<file path="config.mk">
export PLATFORM = sky130hd
export DESIGN_NAME = debounced_quadrature_decoder_core
export DESIGN_NICKNAME = d
export VERILOG_FILES = /design/src/hw/rtl/qdec_pkg.sv /design/src/hw/rtl/qdec_debounce.sv /design/src/hw/rtl/qdec_phase.sv /design/src/hw/rtl/debounced_quadrature_decoder_core.sv
export VERILOG_INCLUDE_DIRS = /design/src /design/src/hw/rtl
export SDC_FILE = /design/constraint.sdc
export NUM_CORES = 1
export LEC_CHECK = 0
export ABC_AREA = 1
export BUFFER_PORTS_ARGS = -buffer_cell sky130_fd_sc_hd__buf_2
export CAP_MARGIN = 20
export CORE_MARGIN = 3
export CORE_UTILIZATION = 35
export CTS_BUF_LIST = sky130_fd_sc_hd__clkbuf_16
export DETAILED_ROUTE_END_ITERATION = 10
export GPL_ROUTABILITY_DRIVEN = 0
export SKIP_LAST_GASP = 1
export SLEW_MARGIN = 10
export SYNTH_ARGS = -nofsm -noshare
export SYNTH_HDL_FRONTEND = slang
export SYNTH_SLANG_ARGS = --single-unit
</file>
<file path="constraint.sdc">
create_clock -name clk -period 5 [get_ports clk]
set_clock_uncertainty 0.2 [all_clocks]
set_input_delay 1.25 -clock clk [delete_from_list [all_inputs] [get_ports clk]]
set_output_delay 1.25 -clock clk [all_outputs]
set_load 0.02 [all_outputs]
</file>
<file path="src/hw/rtl/debounced_quadrature_decoder_core_macros.svh">
`ifndef DEBOUNCED_QUADRATURE_DECODER_CORE_MACROS_SVH
`define DEBOUNCED_QUADRATURE_DECODER_CORE_MACROS_SVH

// same-cycle implication, checked on clk outside reset
`define QDEC_ASSERT_NOW(name, ante, cons) \
  name: assert property (@(posedge clk) disable iff (rst) (ante) |-> (cons)) \
    else $error("qdec check failed");

// next-cycle implication, checked on clk outside reset
`define QDEC_ASSERT_NEXT(name, ante, cons) \
  name: assert property (@(posedge clk) disable iff (rst) (ante) |=> (cons)) \
    else $error("qdec check failed");

`endif

</file>
<file path="src/hw/rtl/qdec_pkg.sv">
`timescale 1ns / 1ps

package qdec_pkg;

  localparam int ELAPSED_WIDTH = 24;
  localparam int TICKS_WIDTH   = 24;
  localparam int COUNT_WIDTH   = 32;
  localparam int CMP_WIDTH     = 33;

  localparam logic [TICKS_WIDTH-1:0] DEBOUNCE_RESET = TICKS_WIDTH'(30 * 1000);

  typedef enum logic [2:0] {
    CMD_TICK          = 3'd0,
    CMD_EDGE_A        = 3'd1,
    CMD_EDGE_B        = 3'd2,
    CMD_WRITE_COUNT   = 3'd3,
    CMD_WRITE_CHANGED = 3'd4
  } qdec_cmd_t;

  localparam logic [1:0] EV_B_FALL  = 2'd2;
  localparam logic [1:0] EV_B_RISE  = 2'd3;
  localparam logic [1:0] PHASE_REST = 2'd0;
  localparam logic [1:0] PHASE_LAST = 2'd3;

  typedef struct packed {
    logic [2:0]               command;
    logic                     clk_level;
    logic                     dt_level;
    logic signed [COUNT_WIDTH-1:0] write_value;
  } qdec_in_t;

  typedef struct packed {
    logic signed [COUNT_WIDTH-1:0] position_count;
    logic                     changed;
    logic [1:0]               phase;
    logic                     edge_accepted;
  } qdec_out_t;

  typedef struct packed {
    logic       accepted;
    logic [1:0] code;
  } qdec_evt_t;

  localparam logic [1:0] NEXT_PHASE [4][4] = '{
    '{2'd0, 2'd0, 2'd3, 2'd3},
    '{2'd1, 2'd1, 2'd2, 2'd2},
    '{2'd0, 2'd1, 2'd1, 2'd0},
    '{2'd3, 2'd2, 2'd2, 2'd3}
  };

  function automatic logic [1:0] next_phase(logic [1:0] ev, logic [1:0] ph);
    return NEXT_PHASE[ev][ph];
  endfunction

endpackage

</file>
<file path="src/hw/rtl/qdec_debounce.sv">
`timescale 1ns / 1ps

module qdec_debounce (
  input  logic                                clk,
  input  logic                                rst,
  input  logic                                advance,
  input  qdec_pkg::qdec_in_t                  item,
  input  logic [qdec_pkg::TICKS_WIDTH-1:0]    ticks,
  output qdec_pkg::qdec_evt_t                 evt
);
  import qdec_pkg::*;

  localparam logic [ELAPSED_WIDTH-1:0] ELAPSED_MAX = '1;

  logic [ELAPSED_WIDTH-1:0] elapsed_a;
  logic [ELAPSED_WIDTH-1:0] elapsed_b;
  logic [ELAPSED_WIDTH-1:0] elapsed_a_next;
  logic [ELAPSED_WIDTH-1:0] elapsed_b_next;
  logic                     ok_a;
  logic                     ok_b;

  assign ok_a = CMP_WIDTH'(elapsed_a) > CMP_WIDTH'(ticks);
  assign ok_b = CMP_WIDTH'(elapsed_b) > CMP_WIDTH'(ticks);

  always_comb begin
    elapsed_a_next = elapsed_a;
    elapsed_b_next = elapsed_b;
    evt            = '0;
    unique case (item.command)
      CMD_TICK: begin
        if (elapsed_a != ELAPSED_MAX) elapsed_a_next = elapsed_a + 1'b1;
        if (elapsed_b != ELAPSED_MAX) elapsed_b_next = elapsed_b + 1'b1;
      end
      CMD_EDGE_A: begin
        elapsed_a_next = '0;
        evt.accepted   = ok_a;
        evt.code       = {1'b0, item.clk_level};
      end
      CMD_EDGE_B: begin
        elapsed_b_next = '0;
        evt.accepted   = ok_b;
        evt.code       = {1'b1, item.dt_level};
      end
      default: begin
      end
    endcase
  end

  always_ff @(posedge clk) begin
    if (rst) begin
      elapsed_a <= '0;
      elapsed_b <= '0;
    end else if (advance) begin
      elapsed_a <= elapsed_a_next;
      elapsed_b <= elapsed_b_next;
    end
  end

endmodule

</file>
<file path="src/hw/rtl/qdec_phase.sv">
`timescale 1ns / 1ps

module qdec_phase (
  input  logic                 clk,
  input  logic                 rst,
  input  logic                 advance,
  input  qdec_pkg::qdec_in_t   item,
  input  qdec_pkg::qdec_evt_t  evt,
  output qdec_pkg::qdec_out_t  res
);
  import qdec_pkg::*;

  logic [1:0]             phase;
  logic [COUNT_WIDTH-1:0] count;
  logic                   changed;
  logic [1:0]             phase_next;
  logic [COUNT_WIDTH-1:0] count_next;
  logic                   changed_next;

  always_comb begin
    phase_next   = phase;
    count_next   = count;
    changed_next = changed;
    unique case (item.command)
      CMD_WRITE_COUNT:   count_next   = item.write_value;
      CMD_WRITE_CHANGED: changed_next = item.write_value[0];
      default: begin
        if (evt.accepted) begin
          if (phase == PHASE_REST && evt.code == EV_B_RISE) begin
            count_next   = count - 1'b1;
            changed_next = 1'b1;
          end else if (phase == PHASE_LAST && evt.code == EV_B_FALL) begin
            count_next   = count + 1'b1;
            changed_next = 1'b1;
          end
          phase_next = next_phase(evt.code, phase);
        end
      end
    endcase
  end

  assign res.position_count = count_next;
  assign res.changed        = changed_next;
  assign res.phase          = phase_next;
  assign res.edge_accepted  = evt.accepted;

  always_ff @(posedge clk) begin
    if (rst) begin
      phase   <= PHASE_REST;
      count   <= '0;
      changed <= 1'b0;
    end else if (advance) begin
      phase   <= phase_next;
      count   <= count_next;
      changed <= changed_next;
    end
  end

endmodule

</file>
<file path="src/hw/rtl/debounced_quadrature_decoder_core.sv">
`timescale 1ns / 1ps
// channel  direction  handshake               payload
// in       sink       in_valid / in_ready     in_data  (qdec_in_t)
// out      source     out_valid / out_ready   out_data (qdec_out_t)
// cfg      sink       cfg_write_en            cfg_write_data (debounce ticks)
//
// One item per clock while out_ready holds; an accepted item passes through
// the input register, then the result register, to reach out_data.
// State updates in the single step between those two registers.
// Reset clears valid flags and decoder state; loads debounce ticks with 30000.
// A stalled output holds its item; the input register still takes one more.

`include "debounced_quadrature_decoder_core_macros.svh"

module debounced_quadrature_decoder_core (
  input  logic                             clk,
  input  logic                             rst,
  input  logic                             in_valid,
  output logic                             in_ready,
  input  qdec_pkg::qdec_in_t               in_data,
  output logic                             out_valid,
  input  logic                             out_ready,
  output qdec_pkg::qdec_out_t              out_data,
  input  logic                             cfg_write_en,
  input  logic [qdec_pkg::TICKS_WIDTH-1:0] cfg_write_data
);
  import qdec_pkg::*;

  logic [TICKS_WIDTH-1:0] debounce_ticks;
  logic                   s1_valid;
  qdec_in_t               s1_item;
  logic                   advance;
  qdec_evt_t              evt;
  qdec_out_t              res;

  assign advance  = s1_valid && (!out_valid || out_ready);
  assign in_ready = !s1_valid || advance;

  always_ff @(posedge clk) begin
    if (rst) begin
      debounce_ticks <= DEBOUNCE_RESET;
    end else if (cfg_write_en) begin
      debounce_ticks <= cfg_write_data;
    end
  end

  always_ff @(posedge clk) begin
    if (rst) begin
      s1_valid <= 1'b0;
    end else if (in_ready) begin
      s1_valid <= in_valid;
    end
  end

  always_ff @(posedge clk) begin
    if (in_ready && in_valid) begin
      s1_item <= in_data;
    end
  end

  qdec_debounce u_debounce (
    .clk     (clk),
    .rst     (rst),
    .advance (advance),
    .item    (s1_item),
    .ticks   (debounce_ticks),
    .evt     (evt)
  );

  qdec_phase u_phase (
    .clk     (clk),
    .rst     (rst),
    .advance (advance),
    .item    (s1_item),
    .evt     (evt),
    .res     (res)
  );

  always_ff @(posedge clk) begin
    if (rst) begin
      out_valid <= 1'b0;
    end else if (!out_valid || out_ready) begin
      out_valid <= s1_valid;
    end
  end

  always_ff @(posedge clk) begin
    if (advance) begin
      out_data <= res;
    end
  end

  `QDEC_ASSERT_NOW(a_accept_only_edges, advance && res.edge_accepted,
    s1_item.command == CMD_EDGE_A || s1_item.command == CMD_EDGE_B)
  `QDEC_ASSERT_NEXT(a_hold_stalled_item, s1_valid && !advance,
    s1_valid && $stable(s1_item))
  `QDEC_ASSERT_NOW(a_ready_when_drained, out_ready, in_ready)

endmodule
</file>
==> key figures <==
Run status
  • Outcome: finished clean

Final layout
  • Antenna Cells: 0
  • Register area: 0.00437 sq mm
  • Multi-input gate area: 0.00572 sq mm
  • Final Core Density: 0.406
  • Syn-to-layout area delta: 12.8%
  • Layout cells sized above 1: 0.119
  • Filler cells: 3244
  • Nets: 1780

STA
  • Hold slack: 317 ps
  • Pins Over Slew Limit: 0
  • Final setup fails: 0
  • Slew @ Worst Pin: 1020 ps
  • Period utilisation layout: 0.799
  • Tmin final: 3990 ps
  • RSZ-0062 raised after global routing: no
  • Setup TNS: 0 ps
  • Worst slew margin: 0.317
  • Final hold vios: 0
  • Max Fclk: 250 MHz
  • Final WS setup: 1010 ps

Die
  • Die area: 0.0341 sq mm
  • Core area: 0.0311 sq mm
  • Site Rows: 64
  • Die Y: 185 um
  • I/O pin total: 104
  • Die Wd: 185 um
  • Starting Density: 0.360

Pwr
  • Pwr dens: 282 mW/mm^2
  • Tot Pwr: 3.56 mW
  • Leakage: 5.76 nW
  • Peak VDD IR: 0.259 mV

Logic synthesis
  • Synth top area cells: edfxtp_1 20%, dfxtp_1 20%, nand2_1 15%
  • Most frequent cell after synthesis: nand2_1
  • Fraction of registers with async set/reset: 0
  • Warnings, synthesis: 0
  • Yosys top cell by area: edfxtp_1
  • Syn_area_per_cell: 7.08 sq um
  • Top cell type's share of synthesized area: 0.196
  • Most used DFF post-synth: dfxtp_1
  • Syn Nets: 1700
  • Distinct cells, synth: 46
  • Mapped cell area: 0.0112 sq mm
  • Synth top cells by count: 438 x nand2_1, 207 x inv_1, 137 x nor2_1, 122 x nand3_1, 114 x a21oi_1
  • Post-synth EDFFs: 73
  • Synth Register Bits: 182
  • Post-Syn Instances: 1580
  • Sequential-to-total area share from yosys stat: 0.391

Setup path
  • Arrival time at the worst endpoint: 3990 ps
  • Worst Path Required: 5000 ps
  • Worst r2r src: s1_item[36]
  • Worst setup path category: reg2reg
  • R2R depth: 11
  • Max stage delay cell, worst path: inv_1
  • Reg2reg end: out_data[22]
  • CP Max Fanout: 34
  • Startpoint types: flop
  • Worst-path cell chain: inv_2 > nand3_1 > o22ai_1 > ha_1 > nand3_2 > inv_1 > o21ai_0 > a21oi_1 > nand3_2 > nand3_2 > nand2_1
  • CP endpoint kind: flop
  • Critical Path Max Stage Delay: 880 ps
  • Critical path's most frequent cell: nand3_2
  • Worst R2R Setup Slack: 1010 ps

GRT
  • Initial antenna violation count: 1
  • Largest net degree at the start of global routing: 60
  • GRT Total Usage: 0.184
  • Vias in the first global route: 9758
  • First-pass GRT wire length: 50400 um
  • Remaining Overflow, GRT: 0

Clock tree
  • H-tree depth: 4
  • Worst-path clk slew: 80 ps
  • Root Buffer: clkbuf_16
  • Sink Count: 182
  • Post_cts resized: 0
  • Clk Latency, worst-skew pair: 460 ps
  • CTS tree: built
  • CTS buffer count: 17
  • Hold-fix buffers, CTS: 0
  • Longest Clk Path Bufs: 2
  • Setup repair bufs after CTS: 0

Drt
  • 1st-iter DRT viols: 694
  • Antenna viol nets, final: 0
  • DRC viols: 0
  • Routed WL: 31200 um
  • Via count: 10437
  • DRT Pass-1 Iters: 5
  • Vias per inst: 5.04
  • DR WL/cell: 15.1 um

Placement
  • Hpwl dp: 22800 um
  • Port buffer count: 103
  • Place WS: 1050 ps

Min path
  • Hold EP: u_debounce.elapsed_b[2]
  • Hold Path Stages: 2
  • Worst hold path startpoint: u_debounce.elapsed_b[2]
  • Tightest Hold Check Type: reg2reg

Run
  • Max-cap violations: 0
[logic make-up after synthesis]
family / synth area share
xor gates and xnor gates: 0.0188
and+or+nand+nor: 0.320
DFF: 0.391
AOI/OAI and AO/OA: 0.112
adders and majority gates: 0.0604
buffers and inverters: 0.0981
[layout make-up]
class	count	share of cell area
multi-input cells	1127	0.453
flip-flops and latches	182	0.347
inverters	219	0.0651
repair buffers	113	0.0468
well taps	396	0.0393
clock buffers	19	0.0377
clock inverters	13	0.0113
[critical path: cells and delay by family (launching register included)]
kind	cells	cell delay, ps
AOI/OAI and AO/OA	3	810
and+or+nand+nor	5	1010
adders and majority gates	1	220
DFF	1	510
buffers and inverters	2	970
[through the flow]
stage / cell area (sq um) / std cells
after floorplan: 11200 / 1580
after global placement: 12000 / 2037
after detailed placement: 12000 / 2037
after CTS: 12600 / 2069
after global routing: 12600 / 2069
final: 12600 / 2069
[where the power goes]
group,switching (mW),internal [mW]
Combinational,0.312,0.143
Clock,0.630,0.802
Sequential,0.0539,1.62
[flip-flops by register name (all words and copies together) (netlist names)]
register,flops
s1_item,37
out_valid,1
debounce_ticks,24
u_phase.phase,2
u_phase.changed,1
u_phase.count,32
s1_valid,1
u_debounce.elapsed_b,24
out_data,36
u_debounce.elapsed_a,24
[metal layers]
layer / part of all wire / vias up / global-route usage
li1: - / 5317 / -
met1: 0.50 / 4841 / 0.265
met2: 0.43 / 237 / 0.280
met3: 0.050 / 40 / 0.0348
met4: 0.021 / 2 / 0.0588
met5: 0.00022 / - / 0
[layout by cell type (no fill, tap or decap), types with 3 or more instances in the layout]
| master | Yosys | layout |
|---|---|---|
| inv_2 | 10 | 11 |
| o21ai_0 | 92 | 92 |
| nor2_2 | 5 | 5 |
| nor3_1 | 39 | 39 |
| o21bai_1 | 3 | 3 |
| nand2_2 | 5 | 5 |
| nor4_1 | 5 | 5 |
| buf_4 | 6 | 10 |
| a21o_1 | 3 | 3 |
| nor2_1 | 137 | 137 |
| ha_1 | 54 | 54 |
| nand3_2 | 26 | 26 |
| nand3_1 | 122 | 122 |
| clkinv_4 | 0 | 3 |
| clkbuf_16 | 0 | 19 |
| nand4_1 | 24 | 24 |
| nor3_2 | 4 | 3 |
| o21ai_1 | 3 | 3 |
| clkinv_1 | 2 | 3 |
| inv_1 | 207 | 208 |
| o21a_1 | 3 | 3 |
| nand2_1 | 438 | 438 |
| edfxtp_1 | 73 | 73 |
| o22ai_1 | 7 | 7 |
| buf_2 | 12 | 103 |
| xor2_1 | 22 | 22 |
| dfxtp_1 | 109 | 109 |
| a21oi_1 | 114 | 114 |
[worst max-delay path by stage]
stage / startpoint / end / slack [ps] / depth (start not counted)
3_3_place_gp: s1_item[36] / out_data[22] / 1250 / 11
5_1_grt: s1_item[36] / out_data[22] / 610 / 11
6_report: s1_item[36] / out_data[22] / 1010 / 11
3_5_place_dp: s1_item[36] / out_data[22] / 1050 / 11
2_1_floorplan: out_ready / in_ready / 2050 / 2
4_1_cts: s1_item[36] / out_data[22] / 1050 / 11
No activity file was read; power rests on OpenSTA's default activity.
